[config.mk]
export PLATFORM = sky130hd
export DESIGN_NAME = ers_front
export DESIGN_NICKNAME = d
export VERILOG_FILES = /design/src/rtl/ers_pkg.sv /design/src/rtl/ers_front.sv
export SDC_FILE = /design/constraint.sdc
export NUM_CORES = 1
export LEC_CHECK = 0
export BUFFER_PORTS_ARGS = -buffer_cell sky130_fd_sc_hd__buf_4
export CAP_MARGIN = 20
export CORE_AREA = 5 5 195 197
export CTS_CLUSTER_SIZE = 30
export DETAILED_ROUTE_END_ITERATION = 16
export DIE_AREA = 0 0 200 202
export GPL_TIMING_DRIVEN = 1
export HOLD_SLACK_MARGIN = 0.15
export SYNTH_ARGS = -nofsm -noshare
export SYNTH_HDL_FRONTEND = slang
export SYNTH_SLANG_ARGS = --single-unit
[constraint.sdc]
create_clock -name i_clk -period 8.18 [get_ports i_clk]
set_input_delay 0.409 -clock i_clk [delete_from_list [all_inputs] [get_ports i_clk]]
set_output_delay 0.409 -clock i_clk [all_outputs]
set_load 0.005 [all_outputs]
[src/rtl/ers_pkg.sv]
`default_nettype none
package ers_pkg;

    // Fixed-point format of every sample and result.
    localparam int DATA_W  = 32;
    localparam int FRAC_W  = 16;
    localparam int ROW_W   = 16;
    localparam int COL_W   = 6;
    localparam int LEN_W   = 7;
    localparam int INV_W   = 31;
    localparam int CFG_IDX_W = 3;
    localparam int WORD_W  = 3 * DATA_W;
    // Multiplier operands hold a four-term difference of samples.
    localparam int OPW     = DATA_W + 2;
    localparam int PROD_W  = 2 * OPW;
    localparam int SUM_W   = DATA_W + 2;

    // Configuration register indexes.
    localparam logic [CFG_IDX_W-1:0] REG_ROW_LENGTH = 3'd0;
    localparam logic [CFG_IDX_W-1:0] REG_INV_DY     = 3'd1;
    localparam logic [CFG_IDX_W-1:0] REG_INV_DZ     = 3'd2;
    localparam logic [CFG_IDX_W-1:0] REG_GRAV_EN    = 3'd3;
    localparam logic [CFG_IDX_W-1:0] REG_ADV_EN     = 3'd4;

    typedef struct packed {
        logic                     first_of_grid;
        logic signed [DATA_W-1:0] vel_y;
        logic signed [DATA_W-1:0] vel_z;
        logic signed [DATA_W-1:0] density_pert;
        logic signed [DATA_W-1:0] density_bg;
        logic signed [DATA_W-1:0] gravity_val;
        logic signed [DATA_W-1:0] gravity_grad;
    } t_in_item;

    typedef struct packed {
        logic signed [DATA_W-1:0] rhs_value;
        logic [ROW_W-1:0]         row_index;
        logic [COL_W-1:0]         col_index;
        logic                     row_done;
    } t_out_item;

    typedef struct packed {
        logic [LEN_W-1:0] row_length;
        logic [INV_W-1:0] inv_dy;
        logic [INV_W-1:0] inv_dz;
        logic             gravity_enable;
        logic             advection_enable;
    } t_cfg;

    // One sample's worth of cell work, handed from front to back.
    typedef struct packed {
        logic [LEN_W-1:0] col;
        logic [LEN_W-1:0] len;
        logic [ROW_W-1:0] row_idx;
        logic             multi;
        logic [1:0]       line_slot;
        logic             bg_slot;
    } t_job;

    // Line store and background write from the front.
    typedef struct packed {
        logic               en;
        logic [1:0]         slot;
        logic [COL_W-1:0]   col;
        logic [WORD_W-1:0]  word;
        logic               bg_slot;
        logic [WORD_W-1:0]  bg_word;
    } t_mem_wr;

    // Saturate a wide signed value to the data width.
    function automatic logic signed [DATA_W-1:0] sat(input logic signed [SUM_W-1:0] x);
        logic signed [SUM_W-1:0] hi;
        logic signed [SUM_W-1:0] lo;
        hi = SUM_W'({1'b0, {(DATA_W-1){1'b1}}});
        lo = -hi - SUM_W'(1);
        if (x > hi) begin
            sat = hi[DATA_W-1:0];
        end else if (x < lo) begin
            sat = lo[DATA_W-1:0];
        end else begin
            sat = x[DATA_W-1:0];
        end
    endfunction

    // Saturating add of two data-width values.
    function automatic logic signed [DATA_W-1:0] sat_add(input logic signed [DATA_W-1:0] a,
                                                         input logic signed [DATA_W-1:0] b);
        sat_add = sat(SUM_W'(a) + SUM_W'(b));
    endfunction

    // Shift right by FRAC_W plus extra, rounding half away from zero, then saturate.
    function automatic logic signed [DATA_W-1:0] round_sat(
        input logic signed [PROD_W-1:0] p, input logic [1:0] extra);
        logic              neg;
        logic [PROD_W-1:0] mag;
        logic [PROD_W-1:0] q;
        logic [PROD_W-1:0] bound;
        neg = p[PROD_W-1];
        mag = neg ? PROD_W'(-p) : PROD_W'(p);
        case (extra)
            2'd1:    q = (mag + (PROD_W'(1) << FRAC_W)) >> (FRAC_W + 1);
            2'd2:    q = (mag + (PROD_W'(1) << (FRAC_W + 1))) >> (FRAC_W + 2);
            default: q = (mag + (PROD_W'(1) << (FRAC_W - 1))) >> FRAC_W;
        endcase
        bound = neg ? (PROD_W'(1) << (DATA_W - 1)) : ((PROD_W'(1) << (DATA_W - 1)) - PROD_W'(1));
        if (q > bound) begin
            q = bound;
        end
        round_sat = neg ? -q[DATA_W-1:0] : q[DATA_W-1:0];
    endfunction

endpackage
`default_nettype wire

[src/rtl/ers_front.sv]
`default_nettype none
module ers_front #(
    parameter int MAX_COLS = 64
) (
    input  wire              i_clk,
    input  wire              i_rst_n,
    input  wire              i_valid,
    output logic             o_ready,
    input  ers_pkg::t_in_item i_item,
    input  ers_pkg::t_cfg    i_cfg,
    input  wire              i_q_full,
    input  wire              i_drained,
    output ers_pkg::t_mem_wr o_wr,
    output logic             o_push,
    output ers_pkg::t_job    o_job
);

    localparam int LW = ers_pkg::LEN_W;

    logic [LW-1:0]              r_col;
    logic [ers_pkg::ROW_W-1:0]  r_row;
    logic [1:0]                 r_lslot;
    logic                       r_bslot;

    logic [LW-1:0]              len;
    logic [LW-1:0]              c_raw;
    logic [LW-1:0]              c;
    logic [ers_pkg::ROW_W-1:0]  row_cnt;
    logic [1:0]                 lslot;
    logic                       bslot;
    logic                       last;
    logic                       accept;

    // Effective row length, clamped to the supported range.
    always_comb begin
        if (i_cfg.row_length < LW'(3)) begin
            len = LW'(3);
        end else if (i_cfg.row_length > LW'(MAX_COLS)) begin
            len = LW'(MAX_COLS);
        end else begin
            len = i_cfg.row_length;
        end
    end

    // A new grid restarts all counts with this sample.
    assign c_raw   = i_item.first_of_grid ? '0 : r_col;
    assign c       = (c_raw > len - LW'(1)) ? len - LW'(1) : c_raw;
    assign row_cnt = i_item.first_of_grid ? '0 : r_row;
    assign lslot   = i_item.first_of_grid ? 2'd0 : r_lslot;
    assign bslot   = i_item.first_of_grid ? 1'b0 : r_bslot;
    assign last    = (c == len - LW'(1));

    // A row may only start overwriting the oldest line once the back has finished with it.
    assign o_ready = !i_q_full && ((c != '0) || i_drained);
    assign accept  = i_valid && o_ready;

    // Line store write of this sample.
    always_comb begin
        o_wr.en      = accept;
        o_wr.slot    = lslot;
        o_wr.col     = ers_pkg::COL_W'(c);
        o_wr.word    = {i_item.vel_y, i_item.vel_z, i_item.density_pert};
        o_wr.bg_slot = bslot;
        o_wr.bg_word = {i_item.density_bg, i_item.gravity_val, i_item.gravity_grad};
    end

    // Classify: interior rows emit one cell, or three on the row's last sample.
    assign o_push         = accept && (row_cnt >= ers_pkg::ROW_W'(2)) && (c >= LW'(2));
    assign o_job.col       = c;
    assign o_job.len       = len;
    assign o_job.row_idx   = row_cnt - ers_pkg::ROW_W'(1);
    assign o_job.multi     = last;
    assign o_job.line_slot = lslot;
    assign o_job.bg_slot   = bslot;

    // Row and column counters.
    always_ff @(posedge i_clk) begin
        if (!i_rst_n) begin
            r_col   <= '0;
            r_row   <= '0;
            r_lslot <= 2'd0;
            r_bslot <= 1'b0;
        end else if (accept) begin
            if (last) begin
                r_col   <= '0;
                r_row   <= (row_cnt == '1) ? row_cnt : row_cnt + ers_pkg::ROW_W'(1);
                r_lslot <= (lslot == 2'd2) ? 2'd0 : lslot + 2'd1;
                r_bslot <= !bslot;
            end else begin
                r_col   <= c + LW'(1);
                r_row   <= row_cnt;
                r_lslot <= lslot;
                r_bslot <= bslot;
            end
        end
    end

endmodule
`default_nettype wire

==> impl_metrics.csv <==
group,metric,value,unit
outcome,outcome,"finished, final reports clean",
pwr,cellLeakagePower,1.31,nW
timing,finalCritPeriodShare,0.701,
global_routing,grt_max_degree,26,
global_routing,gr-total-overflow,0,
final_layout,syn_to_final_growth,-13.5,%
clock_tree,cts.sinks,26,
logic_synthesis,synth_edf_count,0,
setup_path,end_kind,"output pin",
pwr,vdd.ir_drop.worst,0.0691,mV
setup_path,arrival,5.32,ns
timing,min_period,5.73,ns
pwr,seq_power_share,0.449,
logic_synthesis,async_flop_share,0,
worst_hold_path,holdCritPathClass,"register to register",
floorplan,io_pins,507,
final_layout,fin_area,3690,um2
pwr,combPwrFrac,0.160,
logic_synthesis,yosys_warnings,0,
routing,drt_wl_total,13800,um
routing,drtPass1Iterations,5,
job,drv_cap,0,
placement,hpwl,11000,um
clock_tree,post_cts_buffers,0,
pwr,p_per_area,76.7,nW/um2
floorplan,rows,70,
timing,slew_headroom,0.437,
logic_synthesis,avgSynthCellArea,7.23,um2
clock_tree,h-tree-depth,1,
clock_tree,path_clk_slew,0.07,ns
logic_synthesis,synthCells,590,
clock_tree,cts_tree,"done",
routing,drtIter0Drc,284,
global_routing,grt_antenna_before_repair,0,
final_layout,drive_above_1_share,0.186,
routing,antenna_left,0,
timing,finalHoldViolCount,0,
routing,drcViolationCount,0,
timing,setup_viol,0,
pwr,pwr-share-clk,0.391,
logic_synthesis,syn_nets,871,
final_layout,final_cell_mix,"buf_4 (59), nand2_1 (34), nor2_1 (32), dfxtp_1 (26), nand3_1 (25)",
placement,place.gp.congestion,0.785,
pwr,p_sw,0.0755,mW
logic_synthesis,yosys_register_bits,26,
timing,tightest_slew,0.844,ns
logic_synthesis,synth_cell_types,60,
setup_path,path_max_fanout,22,
pwr,switching_share,0.267,
timing,rsz0062_at_grt,"no",
placement,port_buffers,58,
global_routing,globalRouteTotalUtil,0.0632,
setup_path,path_delay_family,"simple AND/OR/NAND/NOR gates",
placement,dpl_cell_area,3620,um2
timing,final.setup.tns,0,ns
routing,vias_per_cell,3.71,
clock_tree,cts_buffers,3,
setup_path,cpPeakStageDelay,0.65,ns
clock_tree,clk_latency,0.26,ns
routing,wl_per_cell,15.5,um
logic_synthesis,ys_seq_area_frac,0.122,
global_routing,grt_pass1_wl,19400,um
logic_synthesis,synth_area,4270,um2
floorplan,die_width,200,um
floorplan,die_h,202,um
setup_path,worstPathRequired,7.77,ns
clock_tree,cts_resized,0,
setup_path,critPathLaunchType,"input pin",
setup_path,crit_type,"input pin to output pin",
pwr,internal-power,0.208,mW
clock_tree,holdBufCountCts,0,
timing,drv_slew,0,
setup_path,crit_chain,"buf_4, or4_4, a21o_1, nor2_1, ha_1, and4_1, nand3_1, a21oi_1, o22ai_2, mux2i_1, inv_1, ha_1, and3b_1, a21bo_2, inv_1, buf_4",
clock_tree,cts_root_buffer,"clkbuf_16",
floorplan,start_util,0.118,
clock_tree,clk_path_buf_depth,2,
timing,fmax,0.174,GHz
final_layout,mostFrequentLayoutCell,"buf_4",
setup_path,cp_slowest_cell,"mux2i_1",
final_layout,nets,702,
floorplan,core,36100,um2
final_layout,diodes,0,
routing,vias,3293,
setup_path,critical_path_buf_inv_count,4,
floorplan,die_area,40400,um2
timing,fin_skew,0.00175,ns
global_routing,first_global_vias,2984,
logic_synthesis,ys.flop_type,"dfxtp_1",
kinds of logic (layout without fill, tap and decap cells):
kind of cell / count (synthesis) / count (layout) / synth area share
buffers and inverters: 257 / 86 / 0.415
XOR/XNOR: 11 / 11 / 0.0226
flip-flops: 26 / 26 / 0.122
AO/OA/AOI/OAI: 101 / 101 / 0.172
multiplexers: 9 / 9 / 0.0220
other: 1 / 1 / 0.000879
adder cells (fa/ha/maj): 12 / 12 / 0.0352
AND/OR/NAND/NOR: 173 / 173 / 0.211
area by class of cell:
| class | instances | area [um2] |
|---|---|---|
| fill | 4226 | 32400 |
| clock buffer | 3 | 75.1 |
| multi-input combinational | 307 | 1980 |
| inverter | 24 | 90.1 |
| sequential | 26 | 520 |
| timing repair buffer | 59 | 443 |
| tap | 468 | 586 |
stage by stage:
step	setup WS (ns)	hold WS [ns]	std cells	util	total power, mW
5_1_grt	2.06	0.495	887	0.102	0.297
3_3_place_gp	2.45	0.454	884	0.100	0.176
6_report	2.45	0.471	887	0.102	0.283
3_5_place_dp	2.44	0.454	884	0.100	0.176
2_1_floorplan	3.64	0.441	590	-	0.233
4_1_cts	2.43	0.473	887	0.102	0.288
flip-flops by register name (all words and copies together) (netlist names):
name     count
r_bslot      1
r_col        7
r_lslot      2
r_row       16
worst reg2reg max path: stages, from the launching register on:
cell	delay [ns]
dfxtp_1	0.37
nor2b_1	0.29
ha_1	0.28
and4_1	0.19
nand3_1	0.21
a21oi_1	0.12
o22ai_2	0.44
mux2i_1	0.65
inv_1	0.10
ha_1	0.20
and3b_1	0.21
a21bo_2	0.37
inv_1	0.61
mux2i_1	0.15
o311ai_1	0.26
worst paths after layout:
kind                              start               endpoint  slack (ns)  cells past startpoint
hold reg to reg   r_col[6]$_SDFFE_PN0P_  r_col[6]$_SDFFE_PN0P_        0.47                      1
setup / recovery              i_cfg[64]              o_wr[201]        2.45                     16
hold / removal    r_col[6]$_SDFFE_PN0P_  r_col[6]$_SDFFE_PN0P_        0.47                      1
setup reg to reg  r_col[1]$_SDFFE_PN0P_  r_row[2]$_SDFFE_PN0P_        3.64                     14
cells in the mapped netlist (4+ instances only):
| master | count | share of area |
|---|---|---|
| dfxtp_1 | 26 | 0.12 |
| nor2b_1 | 9 | 0.013 |
| and2_1 | 5 | 0.0073 |
| a21o_1 | 6 | 0.011 |
| xnor2_1 | 11 | 0.023 |
| or3_1 | 13 | 0.019 |
| o21ai_0 | 16 | 0.019 |
| nor3b_1 | 5 | 0.0088 |
| a31oi_1 | 5 | 0.0073 |
| nor2_1 | 32 | 0.028 |
| nor3_1 | 15 | 0.018 |
| nor4_1 | 7 | 0.010 |
| or2_2 | 4 | 0.0059 |
| nand2_1 | 34 | 0.030 |
| o21a_1 | 5 | 0.0088 |
| nand4_1 | 6 | 0.0088 |
| and3_1 | 6 | 0.0088 |
| clkbuf_1 | 17 | 0.015 |
| buf_4 | 204 | 0.36 |
| a21oi_1 | 19 | 0.022 |
| nand3_1 | 25 | 0.029 |
| o221ai_1 | 4 | 0.0082 |
| mux2i_1 | 6 | 0.014 |
| ha_1 | 12 | 0.035 |
| inv_1 | 24 | 0.021 |
| and4_1 | 6 | 0.012 |
| buf_2 | 8 | 0.0094 |
| a22o_1 | 5 | 0.010 |
| o2111ai_1 | 6 | 0.012 |
metal layers:
layer	track usage	up-vias	wire [um]
met4	0.0466	0	1080
met1	0.0712	1501	5000
met2	0.0919	197	5960
met5	0.00988	-	0
li1	-	1495	-
met3	0.0288	100	1730
power groups by stage:
| stage | combinational, mW | clock (mW) | sequential (mW) |
|---|---|---|---|
| 3_3_place_gp | 0.0455 | 0 | 0.130 |
| 2_1_floorplan | 0.103 | 0 | 0.130 |
| 4_1_cts | 0.0461 | 0.115 | 0.127 |
| 3_5_place_dp | 0.0460 | 0 | 0.130 |
| 6_report | 0.0454 | 0.111 | 0.127 |
| 5_1_grt | 0.0504 | 0.120 | 0.127 |
Note: power is estimated with default switching activity, not from simulation.
