--- src/rtl/ers_pkg.sv ---
`default_nettype none
package ers_pkg;

    // Fixed-point format of every sample and result.
    localparam int DATA_W  = 32;
    localparam int FRAC_W  = 16;
    localparam int ROW_W   = 16;
    localparam int COL_W   = 6;
    localparam int LEN_W   = 7;
    localparam int INV_W   = 31;
    localparam int CFG_IDX_W = 3;
    localparam int WORD_W  = 3 * DATA_W;
    // Multiplier operands hold a four-term difference of samples.
    localparam int OPW     = DATA_W + 2;
    localparam int PROD_W  = 2 * OPW;
    localparam int SUM_W   = DATA_W + 2;

    // Configuration register indexes.
    localparam logic [CFG_IDX_W-1:0] REG_ROW_LENGTH = 3'd0;
    localparam logic [CFG_IDX_W-1:0] REG_INV_DY     = 3'd1;
    localparam logic [CFG_IDX_W-1:0] REG_INV_DZ     = 3'd2;
    localparam logic [CFG_IDX_W-1:0] REG_GRAV_EN    = 3'd3;
    localparam logic [CFG_IDX_W-1:0] REG_ADV_EN     = 3'd4;

    typedef struct packed {
        logic                     first_of_grid;
        logic signed [DATA_W-1:0] vel_y;
        logic signed [DATA_W-1:0] vel_z;
        logic signed [DATA_W-1:0] density_pert;
        logic signed [DATA_W-1:0] density_bg;
        logic signed [DATA_W-1:0] gravity_val;
        logic signed [DATA_W-1:0] gravity_grad;
    } t_in_item;

    typedef struct packed {
        logic signed [DATA_W-1:0] rhs_value;
        logic [ROW_W-1:0]         row_index;
        logic [COL_W-1:0]         col_index;
        logic                     row_done;
    } t_out_item;

    typedef struct packed {
        logic [LEN_W-1:0] row_length;
        logic [INV_W-1:0] inv_dy;
        logic [INV_W-1:0] inv_dz;
        logic             gravity_enable;
        logic             advection_enable;
    } t_cfg;

    // One sample's worth of cell work, handed from front to back.
    typedef struct packed {
        logic [LEN_W-1:0] col;
        logic [LEN_W-1:0] len;
        logic [ROW_W-1:0] row_idx;
        logic             multi;
        logic [1:0]       line_slot;
        logic             bg_slot;
    } t_job;

    // Line store and background write from the front.
    typedef struct packed {
        logic               en;
        logic [1:0]         slot;
        logic [COL_W-1:0]   col;
        logic [WORD_W-1:0]  word;
        logic               bg_slot;
        logic [WORD_W-1:0]  bg_word;
    } t_mem_wr;

    // Saturate a wide signed value to the data width.
    function automatic logic signed [DATA_W-1:0] sat(input logic signed [SUM_W-1:0] x);
        logic signed [SUM_W-1:0] hi;
        logic signed [SUM_W-1:0] lo;
        hi = SUM_W'({1'b0, {(DATA_W-1){1'b1}}});
        lo = -hi - SUM_W'(1);
        if (x > hi) begin
            sat = hi[DATA_W-1:0];
        end else if (x < lo) begin
            sat = lo[DATA_W-1:0];
        end else begin
            sat = x[DATA_W-1:0];
        end
    endfunction

    // Saturating add of two data-width values.
    function automatic logic signed [DATA_W-1:0] sat_add(input logic signed [DATA_W-1:0] a,
                                                         input logic signed [DATA_W-1:0] b);
        sat_add = sat(SUM_W'(a) + SUM_W'(b));
    endfunction

    // Shift right by FRAC_W plus extra, rounding half away from zero, then saturate.
    function automatic logic signed [DATA_W-1:0] round_sat(
        input logic signed [PROD_W-1:0] p, input logic [1:0] extra);
        logic              neg;
        logic [PROD_W-1:0] mag;
        logic [PROD_W-1:0] q;
        logic [PROD_W-1:0] bound;
        neg = p[PROD_W-1];
        mag = neg ? PROD_W'(-p) : PROD_W'(p);
        case (extra)
            2'd1:    q = (mag + (PROD_W'(1) << FRAC_W)) >> (FRAC_W + 1);
            2'd2:    q = (mag + (PROD_W'(1) << (FRAC_W + 1))) >> (FRAC_W + 2);
            default: q = (mag + (PROD_W'(1) << (FRAC_W - 1))) >> FRAC_W;
        endcase
        bound = neg ? (PROD_W'(1) << (DATA_W - 1)) : ((PROD_W'(1) << (DATA_W - 1)) - PROD_W'(1));
        if (q > bound) begin
            q = bound;
        end
        round_sat = neg ? -q[DATA_W-1:0] : q[DATA_W-1:0];
    endfunction

endpackage
`default_nettype wire

--- src/rtl/ers_fifo.sv ---
`default_nettype none
module ers_fifo (
    input  wire           i_clk,
    input  wire           i_rst_n,
    input  wire           i_push,
    input  ers_pkg::t_job i_job,
    input  wire           i_pop,
    output ers_pkg::t_job o_head,
    output logic          o_full,
    output logic          o_empty
);

    localparam int DEPTH = 4;
    localparam int PW    = $clog2(DEPTH);

    ers_pkg::t_job   r_mem [DEPTH];
    logic [PW-1:0]   r_wp;
    logic [PW-1:0]   r_rp;
    logic [PW:0]     r_cnt;

    assign o_full  = (r_cnt == (PW+1)'(DEPTH));
    assign o_empty = (r_cnt == '0);
    assign o_head  = r_mem[r_rp];

    // Pointers and fill count.
    always_ff @(posedge i_clk) begin
        if (!i_rst_n) begin
            r_wp  <= '0;
            r_rp  <= '0;
            r_cnt <= '0;
        end else begin
            if (i_push) begin
                r_wp <= r_wp + PW'(1);
            end
            if (i_pop) begin
                r_rp <= r_rp + PW'(1);
            end
            r_cnt <= r_cnt + (PW+1)'(i_push) - (PW+1)'(i_pop);
        end
    end

    // Entry storage.
    always_ff @(posedge i_clk) begin
        if (i_push) begin
            r_mem[r_wp] <= i_job;
        end
    end

endmodule
`default_nettype wire

--- config.mk ---
export PLATFORM = sky130hd
export DESIGN_NAME = ers_fifo
export DESIGN_NICKNAME = d
export VERILOG_FILES = /design/src/rtl/ers_pkg.sv /design/src/rtl/ers_fifo.sv
export SDC_FILE = /design/constraint.sdc
export NUM_CORES = 1
export LEC_CHECK = 0
export BUFFER_PORTS_ARGS = -buffer_cell sky130_fd_sc_hd__buf_4
export CAP_MARGIN = 10
export CORE_UTILIZATION = 51
export DETAILED_ROUTE_END_ITERATION = 7
export PLACE_DENSITY_LB_ADDON = 0.1
export SYNTH_ARGS = -nofsm -noshare
export SYNTH_HDL_FRONTEND = slang
export SYNTH_SLANG_ARGS = --single-unit
--- constraint.sdc ---
create_clock -name i_clk -period 1.6 [get_ports i_clk]
set_input_delay 0.24 -clock i_clk [delete_from_list [all_inputs] [get_ports i_clk]]
set_output_delay 0.24 -clock i_clk [all_outputs]
set_load 0.01 [all_outputs]
==> flow_results.org, run 1 <==
** Route
- The first detailed-routing pass took 6 iterations.
- Remaining number of nets flagged by the antenna check after routing :: 0
- Summing over every cut layer, the via total after detailed routing is 2588.
- Met3 WL :: 359 um
- In the final routing, the length of wire on met1 measures 3960 um.
- Average via count per standard cell :: 5.13
- DRC marker count from the first detailed-route iteration :: 157
- Post-detailed-route wirelength per cell :: 18.2 um
- Post-Route WL :: 9200 um
- The routed design uses 4820 um of met2 wire.
- In the routed design, unresolved DRC markers number 0.
- Top metal layer carrying routed signals :: met4

** STA
- The worst pin sits at a relative slew slack of 80.2%.
- Max frequency :: 0.494 GHz
- Clock skew after layout :: 10.4 ps
- Final critical-path share of the clock period :: 126%
- Transition time of the tightest slew-check pin :: 297 ps
- Final Slew Violations :: 0
- RSZ-0062 raised after global routing :: true
- Final-report setup violation count :: 34
- PnR worst setup slack :: -423 ps
- The final count of hold timing violations is 0.
- The routed design could run at a clock period as short as 2020 ps.

** Synthesis
- After synthesis the netlist holds a flip-flop and latch count of 145.
- After synthesis, the netlist uses 21 different library cells.
- Sequential area share after synthesis :: 79.0%
- In this run the mean area of a mapped cell was 24.4 sq um.
- Instance count of the mapped netlist :: 221
- Synthesized Nets :: 266
- Cell Area, Synth :: 0.00540 sq mm
- Count of flip-flops with a built-in enable after synthesis :: 136
- Syn. warnings :: 0
- Among all flip-flop cells after synthesis, the most frequent one is sky130_fd_sc_hd__edfxtp_1.
- FFs w/ async S/R, synth :: 0%

** GRT
- Initial antenna violation count :: 0
- Global routing usage summed across all routing layers :: 18.8%
- Entering global routing, the biggest net connects 29 pins.
- Number of global-route vias before repair :: 2826
- The first global-routing pass estimated 14800 um of wire.
- Remaining global-route overflow :: 0

** Final layout
- Area of all placed cells without fillers :: 0.00733 sq mm
- Sequential cell area :: 0.00427 sq mm
- Combined area of the multi-input logic cells :: 0.00101 sq mm
- Number of nets in the final layout :: 400
- Total of fill cells in the finished design :: 644
- Compared with the post-synthesis result, the final layout area differs by 35.8%.
- 0 antenna diodes ended up in the layout.
- Layout cells sized above 1 :: 43.8%

** Worst hold path
- Worst min-delay path class :: input port to flip-flop

** Job
- The tool flagged a number of max-cap violations equal to 0.

** Worst setup path
- Data arrival time at the worst-slack endpoint :: 1780 ps
- Across all register-to-register paths, the minimum setup slack is 90 ps.
- Along the worst path, the maximum fanout reaches 8.
- STA classifies the critical path endpoint as an output pin.
- By startpoint and endpoint, the worst setup path is classified as flip-flop to output pin.
- Critical path required time :: 1360 ps
- Crit path launch type :: flip-flop

** Place
- Final Wtd Congestion :: 0.664
- Port Buf Inserts :: 73
- Summing all placed instances gives a cell area of 0.00622 sq mm.
- Detailed Place HPWL :: 5370 um

** Power
- Across the VDD grid, the largest voltage drop is 852 uV.
- Pleak :: 2.58 nW
- Design Power :: 0.00956 W
- In this run the power density over the cells is 1300 mW/mm^2.

** Clock network
- Clock transition at path regs :: 60 ps
- Clk Tree Root Cell :: sky130_fd_sc_hd__clkbuf_8
- In this run the number of H-tree levels came out at 4.
- TritonCTS built the clock tree.
- Number of buffers created by CTS :: 17
- Worst-case clock buffer depth :: 2
- At the later pin of the worst-skew pair, clock insertion delay measures 510 ps.
- Counting every sink on the clock net gives 145.

** Die
- Row Count :: 37
- The floorplan step set the die width to 105 um.
- Overall die area :: 0.0110 sq mm
- The initial utilization of the core area, before any placement, comes to 52.5%.
- Area of the core :: 0.0103 sq mm
- The die is 105 um tall.
- Number of top-level design ports :: 74

** Status
- Result of the run :: complete, but fails checks
- Violations in the final reports :: setup timing
## what timing repair did
item,4_1_cts,5_1_grt
gates cloned,2,0
setup buffers,2,0
hold endpoints to repair,138,0
hold buffers,35,0
resized for setup,42,2
endpoints found under the setup margin,34,36
## sequential cells by signal, summed over array words and instances (netlist names), named ones only
name / count
r_mem: 136
r_cnt: 3
r_rp: 2
r_wp: 2
## Yosys cell counts, drive strengths merged, types with 2 or more instances
library cell  number  area (sq um)
and2               6          37.5
buf                7          86.3
dfxtp              9           180
edfxtp           136          4080
ha                 6          75.1
inv                7          26.3
mux4              34           781
nor2               5          18.8
xnor2              2          17.5
## critical path, stage by stage (launching register included)
cell and delay (ps):
sky130_fd_sc_hd__dfxtp_4 430, sky130_fd_sc_hd__buf_12 160, sky130_fd_sc_hd__mux4_2 540, sky130_fd_sc_hd__buf_6 140
## routing by layer
layer / GRT usage (%) / vias up
met5: 0 / -
met4: 7.14 / 0
met3: 5.68 / 8
met2: 30.9 / 64
met1: 23.7 / 1331
li1: - / 1185
## through the flow
step	TNS [ps]	worst slack (ps)	std cells	utilization, %	hold slack, ps
after detailed placement	0	28.7	435	60.5	443
after global placement	0	28.0	435	60.5	441
after global routing	-15730	-509	504	71.3	48.2
after CTS	-15550	-513	506	71.8	15.5
after floorplan	0	91.1	221	-	339
final	-13110	-423	504	71.3	48.8
## layout make-up
type / instances / area share [%]
clock inverter: 13 / 2.42
tap: 136 / 2.32
multi-input combinational: 61 / 13.8
sequential: 145 / 58.3
timing repair buffer: 123 / 17.1
inverter: 7 / 0.358
clock buffer: 19 / 5.75
## report_power, final
group / total, W / internal (W) / switching (W)
Combinational: 0.00120 / 0.000713 / 0.000487
Sequential: 0.00443 / 0.00436 / 0.0000736
Clock: 0.00392 / 0.00241 / 0.00151
## cells by family (layout without fill, tap and decap cells)
kind of cell             count (synthesis)  count (layout)  share of synthesized area [%]
flip-flops                             145             145                           79.0
adder cells (fa/ha/maj)                  7               7                           1.76
multiplexers                            35              35                           14.7
AND/OR/NAND/NOR                         14              14                           1.39
XOR/XNOR                                 3               3                          0.765
buffers and inverters                   15             162                           2.16
AO/OA/AOI/OAI                            2               2                          0.278
## path summary, 6_finish.rpt
| kind | from | to | depth (start not counted) |
|---|---|---|---|
| worst min-delay path | i_pop | r_rp[0] | 3 |
| worst min register to register | r_rp[1] | flip-flop | 2 |
| worst max register to register | r_cnt[0] | r_cnt[1] | 6 |
| worst max-delay path | flip-flop | o_head[23] | 3 |
## cells in the final DEF (no fill, tap or decap)
cell and count:
sky130_fd_sc_hd__nand3b_1 1, sky130_fd_sc_hd__xor3_1 1, sky130_fd_sc_hd__dfxtp_2 2, sky130_fd_sc_hd__edfxtp_1 136, sky130_fd_sc_hd__clkinvlp_4 4, sky130_fd_sc_hd__dfxtp_1 6
sky130_fd_sc_hd__mux2i_1 1, sky130_fd_sc_hd__inv_8 2, sky130_fd_sc_hd__clkinv_4 1, sky130_fd_sc_hd__inv_1 7, sky130_fd_sc_hd__buf_12 9, sky130_fd_sc_hd__and2_1 2
sky130_fd_sc_hd__and2_2 4, sky130_fd_sc_hd__clkbuf_16 16, sky130_fd_sc_hd__fa_2 1, sky130_fd_sc_hd__clkbuf_8 1, sky130_fd_sc_hd__ha_1 6, sky130_fd_sc_hd__inv_6 3
sky130_fd_sc_hd__mux4_2 34, sky130_fd_sc_hd__buf_6 35, sky130_fd_sc_hd__a21oi_1 1, sky130_fd_sc_hd__xnor2_1 2, sky130_fd_sc_hd__dfxtp_4 1, sky130_fd_sc_hd__a21bo_2 1
sky130_fd_sc_hd__nor2_1 5, sky130_fd_sc_hd__and3_1 1, sky130_fd_sc_hd__clkbuf_1 2, sky130_fd_sc_hd__dlygate4sd3_1 35, sky130_fd_sc_hd__nor3_1 1, sky130_fd_sc_hd__buf_4 44
sky130_fd_sc_hd__bufinv_16 3
Note: power is estimated with default switching activity, not from simulation.
==> run 2: changes to the inputs <==
BUFFER_PORTS_ARGS = default   (was -buffer_cell sky130_fd_sc_hd__buf_4)
CORE_UTILIZATION = 56   (was 51)
DONT_BUFFER_PORTS = 1   (was default)
==> run 2 against run 1 <==
  * The run still ends with setup timing left
  * Core utilization down 0.41 points
  * Critical path depth down 1
  * Die area down 8.8%
  * Design area down 10%
  * Setup slack better by 130 ps
  * Via count down 11%
  * Global-route usage down 0.13 points
  * Clock skew down 1.1 ps
  * First-iteration DRC count down 52%
  * Critical path type unchanged
==> flow_results.org, run 2 (synthesis results as in run 1) <==
** Status
- The flow ran to the end, but the final reports show violations.
- Violations in the final reports :: setup timing

** Clock network
- The clock latency at the later pin of the worst-skew pair was 510 ps (about the same).
- The CTS clock-pin slew for the worst setup and hold paths was 60 ps (about the same).
- Setup fix buffers added after clock tree synthesis :: 0 (-2)
- Max H-tree Level :: 4 (unchanged)
- CTS placed an instance of sky130_fd_sc_hd__clkbuf_8 at the clock tree root.
- The maximum buffer depth of the clock tree came to 2 (unchanged).
- TritonCTS clock tree :: built
- Number of buffers created by CTS :: 17 (unchanged)
- Clock net sink count :: 145 (unchanged)

** GRT
- The initial antenna violation count came to 0 (unchanged).
- The total track usage came to 18.7% (-0.13 points).
- The maximum number of pins on one net before global-route repair was 35 (+21%).
- The total overflow reported by the global router is 0 (unchanged).
- Global-route wire length before repair :: 13100 um (-12%)
- Number of global-route vias before repair :: 2562 (-9.3%)

** Die
- Number of top-level design ports :: 74 (unchanged)
- The chip width is 100 um (-4.5%).
- Chip height :: 100 um (-4.5%)
- Area of the core :: 0.00928 sq mm (-9.7%)
- Row Count :: 35 (-5.4%)
- The floorplan die area came to 0.0100 sq mm (-8.8%).
- The initial core utilization was 58.1% (+5.6 points).

** Route
- Post-Route WL :: 8710 um (-5.3%)
- The vias per cell is 5.53 (+7.6%).
- Vias :: 2315 (-11%)
- The DRC violation total after the first TritonRoute iteration is 76 (-52%).
- The count of TritonRoute iterations in the first routing pass is 4 (-2).
- The remaining antenna violation count was 0 (unchanged).
- DRC violation count after routing :: 0 (unchanged)
- The average detailed-routed wire length per instance is 20.8 um (+14%).

** STA
- The post-layout worst setup margin is -297 ps (+127 ps).
- Final Slew Violations :: 0 (unchanged)
- Max frequency :: 0.527 GHz (+6.7%)
- RSZ-0062 raised after global routing :: true
- The slew at the pin closest to its max-slew limit is 380 ps (+82.6 ps).
- Final Hold Viols :: 0 (unchanged)
- Final-layout setup total negative slack :: -9600 ps (+3510 ps)
- Minimum period implied by the final worst setup slack :: 1900 ps (-127 ps)
- The largest clock skew in the final design is 9.28 ps (-1.14 ps).
- The ratio of final minimum period to clock period is 119% (-7.9 points).
- Final-report setup violation count :: 34 (unchanged)
- The worst-case headroom to the max-slew limit was 74.5% (-5.7 points).

** Final layout
- The fraction of final layout cells with drive strength greater than 1 came to 29.0% (-15 points).
- The fill cell instance count of the final layout is 576 (-11%).
- In the final layout, the registers with the most flip-flops are r_mem (136), r_cnt (3).
- Max FFs per register :: 136 (unchanged)
- From synthesis to final layout, the design area changed by 22.0%.
- Top register by number of flip-flops :: r_mem
- Most common cell after layout, fill and taps aside :: sky130_fd_sc_hd__edfxtp_1
- Number of nets in the final layout :: 322 (-20%)
- The final cell count without fillers was 419 (-17%).
- N_diodes :: 0 (unchanged)
- Leaving out fill and tap cells, the most frequent cells in the layout are 136 x sky130_fd_sc_hd__edfxtp_1, 37 x sky130_fd_sc_hd__dlygate4sd3_1, 34 x sky130_fd_sc_hd__mux4_2, 16 x sky130_fd_sc_hd__clkbuf_16, 8 x sky130_fd_sc_hd__buf_12.

** Place
- The detailed placer's ending HPWL was 5040 um (-6.3%).
- The quantity of I/O buffers inserted on ports is 0 (-100%).
- Placed cells :: 350 (-20%)
- The worst slack at placement came to -12.4 ps (-41.1 ps).
- The final weighted congestion in routability-driven placement came to 0.615 (-7.3%).

** Worst setup path
- The data required time at the worst endpoint was 1360 ps (about the same).
- The worst setup path is launched from a flip-flop.
- The largest incremental delay on the critical path is 570 ps (+30 ps).
- STA classifies the critical path endpoint as an output pin.
- Cell type of the slowest stage on the worst timing path :: sky130_fd_sc_hd__mux4_2
- Maximum net fanout on the critical path :: 18 (+10)
- The signal arrival time at the worst endpoint came to 1660 ps (-120 ps).
- Walking the worst path, the cells encountered are buf_12 > mux4_2.
- The critical path is of the flip-flop to output pin type.

** Worst hold path
- The min-delay analysis places its worst path in the category input port to flip-flop.

** Job
- The number of max-cap violations came to 0 (unchanged).

** Power
- The cell area power density came to 1360 mW/mm^2 (+4.4%).
- The highest ir drop seen on vdd came to 816 uV (-4.2%).
- Pleak :: 2.14 nW (-17%)
-- run 2: changes by cell type in the layout (fill, tap and decap cells not counted), moves of 2 or more --
cell                            previous run  this run
sky130_fd_sc_hd__ha_1                      6         4
sky130_fd_sc_hd__clkinv_1                  0         2
sky130_fd_sc_hd__dlygate4sd3_1            35        37
sky130_fd_sc_hd__inv_6                     3         5
sky130_fd_sc_hd__inv_8                     2         0
sky130_fd_sc_hd__buf_4                    44         0
sky130_fd_sc_hd__clkbuf_1                  2         0
sky130_fd_sc_hd__buf_6                    35         0
-- run 2: what timing repair did --
item	4_1_cts	5_1_grt
resized for setup	6	4
setup endpoints to repair	36	36
pin swaps	0	2
hold buffers	37	0
endpoints found under the hold margin	145	0
-- run 2: final timing paths --
kind,start,to,slack [ps],cells past startpoint
hold / removal,i_pop,r_cnt[0],210,4
setup / recovery,flip-flop,o_head[7],-300,2
hold reg to reg,r_wp[0],r_wp[0],570,2
setup reg to reg,r_cnt[0],r_cnt[1],60,6
-- run 2: where the power goes --
part | internal [W] | switching [W]
sequential | 0.00436 | 0.0000668
clock | 0.00223 | 0.00148
combinational | 0.000403 | 0.000417
-- run 2: cell type report --
type                            count  area, sq um  share of cell area, %
Sequential cell                   145         4270                   64.9
Multi-Input combinational cell     61         1020                   15.6
Timing Repair Buffer               45          531                   8.06
Clock buffer                       17          414                   6.29
Tap cell                          129          161                   2.45
Clock inverter                     15          156                   2.38
Inverter                            7         26.3                  0.399
-- run 2: through the flow --
step,cell area [sq um],hold slack (ps),util [%],total power [W]
finish,6580,211,70.9,0.00896
global route,6580,218,70.9,0.00924
CTS,6570,212,70.7,0.00903
detailed placement,5640,339,60.7,0.00521
global placement,5640,339,60.7,0.00517
floorplan,5400,339,-,0.00505
-- run 2: critical path, delay by kind of cell, from the launching register on --
| kind | cells | cell delay, ps |
|---|---|---|
| multiplexers | 1 | 570 |
| flip-flops | 1 | 370 |
| buffers and inverters | 1 | 190 |
-- run 2: per-layer routing --
layer  part of all wire, %  global-route usage [%]
met1                    37                    19.4
met2                    56                    34.1
met5                     0                       0
met4                   1.0                    7.69
met3                   5.4                    6.69
==> run 3: changes to the inputs <==
CORE_ASPECT_RATIO = 1.5   (was default)
==> run 3 against run 2 <==
  * The run still ends with setup timing left
  * Sequential share of layout area down 1.2 points
  * Fmax up 4.1%
  * Worst hold slack lost 190 ps
  * Clock-buffer cell count grew 3
  * Sequential cell count is the same
  * Register-to-register slack worse by 20 ps
  * Setup slack better by 75 ps
  * Global-route usage grew 1.6 points
  * Critical path type unchanged
  * Highest routed layer unchanged
==> flow_results.org, run 3 (synthesis results as in run 1) <==
** STA
- The largest clock skew in the final design is 5.53 ps (-3.75 ps).
- The number of max-slew violations in the final report was 0 (unchanged).
- The final count of hold timing violations came to 0 (unchanged).
- The final-layout setup total negative slack came to -7020 ps (+2580 ps).
- Minimum hold slack :: 20.4 ps (-191 ps)
- Setup repair after global routing could not meet its margin everywhere.
- Minimum period implied by the final worst setup slack :: 1820 ps (-74.6 ps)
- The post-layout worst setup margin came to -222 ps (+74.6 ps).
- Transition time of the tightest slew-check pin :: 522 ps (+143 ps)
- The ratio of final minimum period to clock period is 114% (-4.7 points).
- The worst-case headroom to the max-slew limit is 65.2% (-9.3 points).
- Max frequency :: 0.549 GHz (+4.1%)
- Final-report setup violation count :: 34 (unchanged)

** Place
- The worst slack at placement came to -119 ps (-106 ps).
- Port Buf Inserts :: 0 (unchanged)
- Final Wtd Congestion :: 0.664 (+8.0%)
- Detailed Place HPWL :: 5160 um (+2.5%)
- The total placed cells including tap cells is 335 (-4.3%).

** Worst setup path
- The signal arrival time at the worst endpoint is 1580 ps (-80 ps).
- The largest individual stage delay along the critical path comes from the cell sky130_fd_sc_hd__mux4_2.
- Crit path launch type :: flip-flop
- The data required time at the worst endpoint came to 1360 ps (about the same).
- The logic depth of the worst register-to-register path is 7 (+1).
- Maximum net fanout on the critical path :: 6 (-12)
- WP depth :: 3 (+1)
- Endpoint type of the worst setup path :: output pin
- The critical path goes through buf_12 > buf_12 > mux4_2.
- Crit Path Category :: flip-flop to output pin
- Counting stages on the worst path, the most repeated cell is sky130_fd_sc_hd__buf_12.
- Worst path max stage delay :: 550 ps (-20 ps)
- CP delay by family, top :: multiplexers
- The critical path buffer and inverter count came to 2 (+1).

** Job
- The number of max-cap violations came to 0 (unchanged).

** Clock network
- Worst-case clock buffer depth :: 2 (unchanged)
- Max H-tree Level :: 4 (unchanged)
- Number of buffers created by CTS :: 17 (unchanged)
- Clock transition at path regs :: 60 ps (about the same)
- TritonCTS clock tree :: built
- The root buffer cell chosen for the clock tree is sky130_fd_sc_hd__clkbuf_16.
- The clock latency at the later pin of the worst-skew pair is 410 ps (-100 ps).
- Clock net sink count :: 145 (unchanged)

** Worst hold path
- Worst min-delay path class :: input port to flip-flop
- The instance count along the most critical hold path came to 2 (-2).

** Die
- The number of top-level design ports is 74 (unchanged).
- Row Count :: 43 (+23%)
- The core footprint was 0.00931 sq mm (+0.26%).
- The initial core utilization was 58.0% (-0.15 points).
- Overall die area :: 0.0100 sq mm (about the same)
- The die span in y is 122 um (+22%).
- DIE WIDTH :: 82.2 um (-18%)

** GRT
- Global routing usage summed across all routing layers :: 20.3% (+1.6 points)
- Global-route wire length before repair :: 13700 um (+4.5%)
- The number of global-route vias before repair came to 2606 (+1.7%).
- Remaining global-route overflow :: 0 (unchanged)
- Initial antenna violation count :: 0 (unchanged)
- The maximum number of pins on one net before global-route repair is 35 (unchanged).

** Power
- Pleak :: 2.22 nW (+3.5%)
- Power per Cell Area :: 1420 mW/mm^2 (+4.7%)
- The highest ir drop seen on vdd came to 1180 uV (+44%).

** Route
- The aggregate routed wire length came to 9170 um (+5.3%).
- Remaining number of nets flagged by the antenna check after routing :: 0 (unchanged)
- The average detailed-routed wire length per instance is 22.5 um (+8.4%).
- Number of iterations in the first detailed-routing pass :: 4 (unchanged)
- Average via count per standard cell :: 5.72 (+3.5%)
- The DRC violation total after the first TritonRoute iteration came to 72 (-5.3%).
- Vias :: 2327 (+0.52%)
- DRC violation count after routing :: 0 (unchanged)

** Status
- The final reports fail on setup timing.
- The flow ran to the end, but the final reports show violations.

** Final layout
- In the layout the commonest cells are 136 x sky130_fd_sc_hd__edfxtp_1, 36 x sky130_fd_sc_hd__dlygate4sd3_1, 34 x sky130_fd_sc_hd__mux4_2, 17 x sky130_fd_sc_hd__clkbuf_16.
- The number of diodes added for antenna fixing is 0 (unchanged).
- The fraction of the core area covered by cells at the end of the flow is 72.0% (+1.1 points).
- Most common cell after layout, fill and taps aside :: sky130_fd_sc_hd__edfxtp_1
- In the final layout, the registers with the most flip-flops are r_mem (136), r_cnt (3).
- The number of nets in the final layout was 327 (+1.6%).
- Max FFs per register :: 136 (unchanged)
- The final cell count without fillers came to 407 (-2.9%).
- Layout cells sized above 1 :: 30.5% (+1.5 points)
- From synthesis to final layout, the design area changed by 24.2%.
- Top register by number of flip-flops :: r_mem
## run 3: routing by layer
layer	track usage [%]	wire, um
met1	22.2	3490
met4	8.22	159
met2	34.8	5050
met3	7.73	470
met5	0	0
## run 3: cell type report
type | instances | area (sq um)
Sequential cell | 145 | 4270
Fill cell | 540 | 2600
Multi-Input combinational cell | 61 | 1040
Timing Repair Buffer | 50 | 588
Clock buffer | 20 | 437
Clock inverter | 12 | 205
Tap cell | 112 | 140
Inverter | 7 | 26.3
## run 3: timing repair
action	4_1_cts	5_1_grt
cloned	2	0
endpoints found under the setup margin	137	36
hold buffers	36	0
buffers inserted	2	0
gates resized for setup	13	6
pin swaps	0	4
hold endpoints to repair	140	0
## run 3: stage by stage
stage               instance area, sq um  power (W)
finish                              6710    0.00955
global route                        6710    0.00984
CTS                                 6680    0.00959
detailed placement                  5610    0.00522
global placement                    5610    0.00517
floorplan                           5400    0.00505
## run 3: report_power, final
group,internal [W],leakage [nW],switching [W]
clock network,0.00278,0.305,0.00145
logic,0.000450,0.588,0.000437
registers,0.00436,1.32,0.0000691
total,0.00759,2.22,0.00196
## run 3: worst paths after layout
kind	start	end	slack, ps
min reg2reg	r_rp[0]	flip-flop	560
max	flip-flop	o_head[12]	-220
max reg2reg	r_cnt[0]	r_cnt[2]	40
min	i_pop	r_rp[0]	20
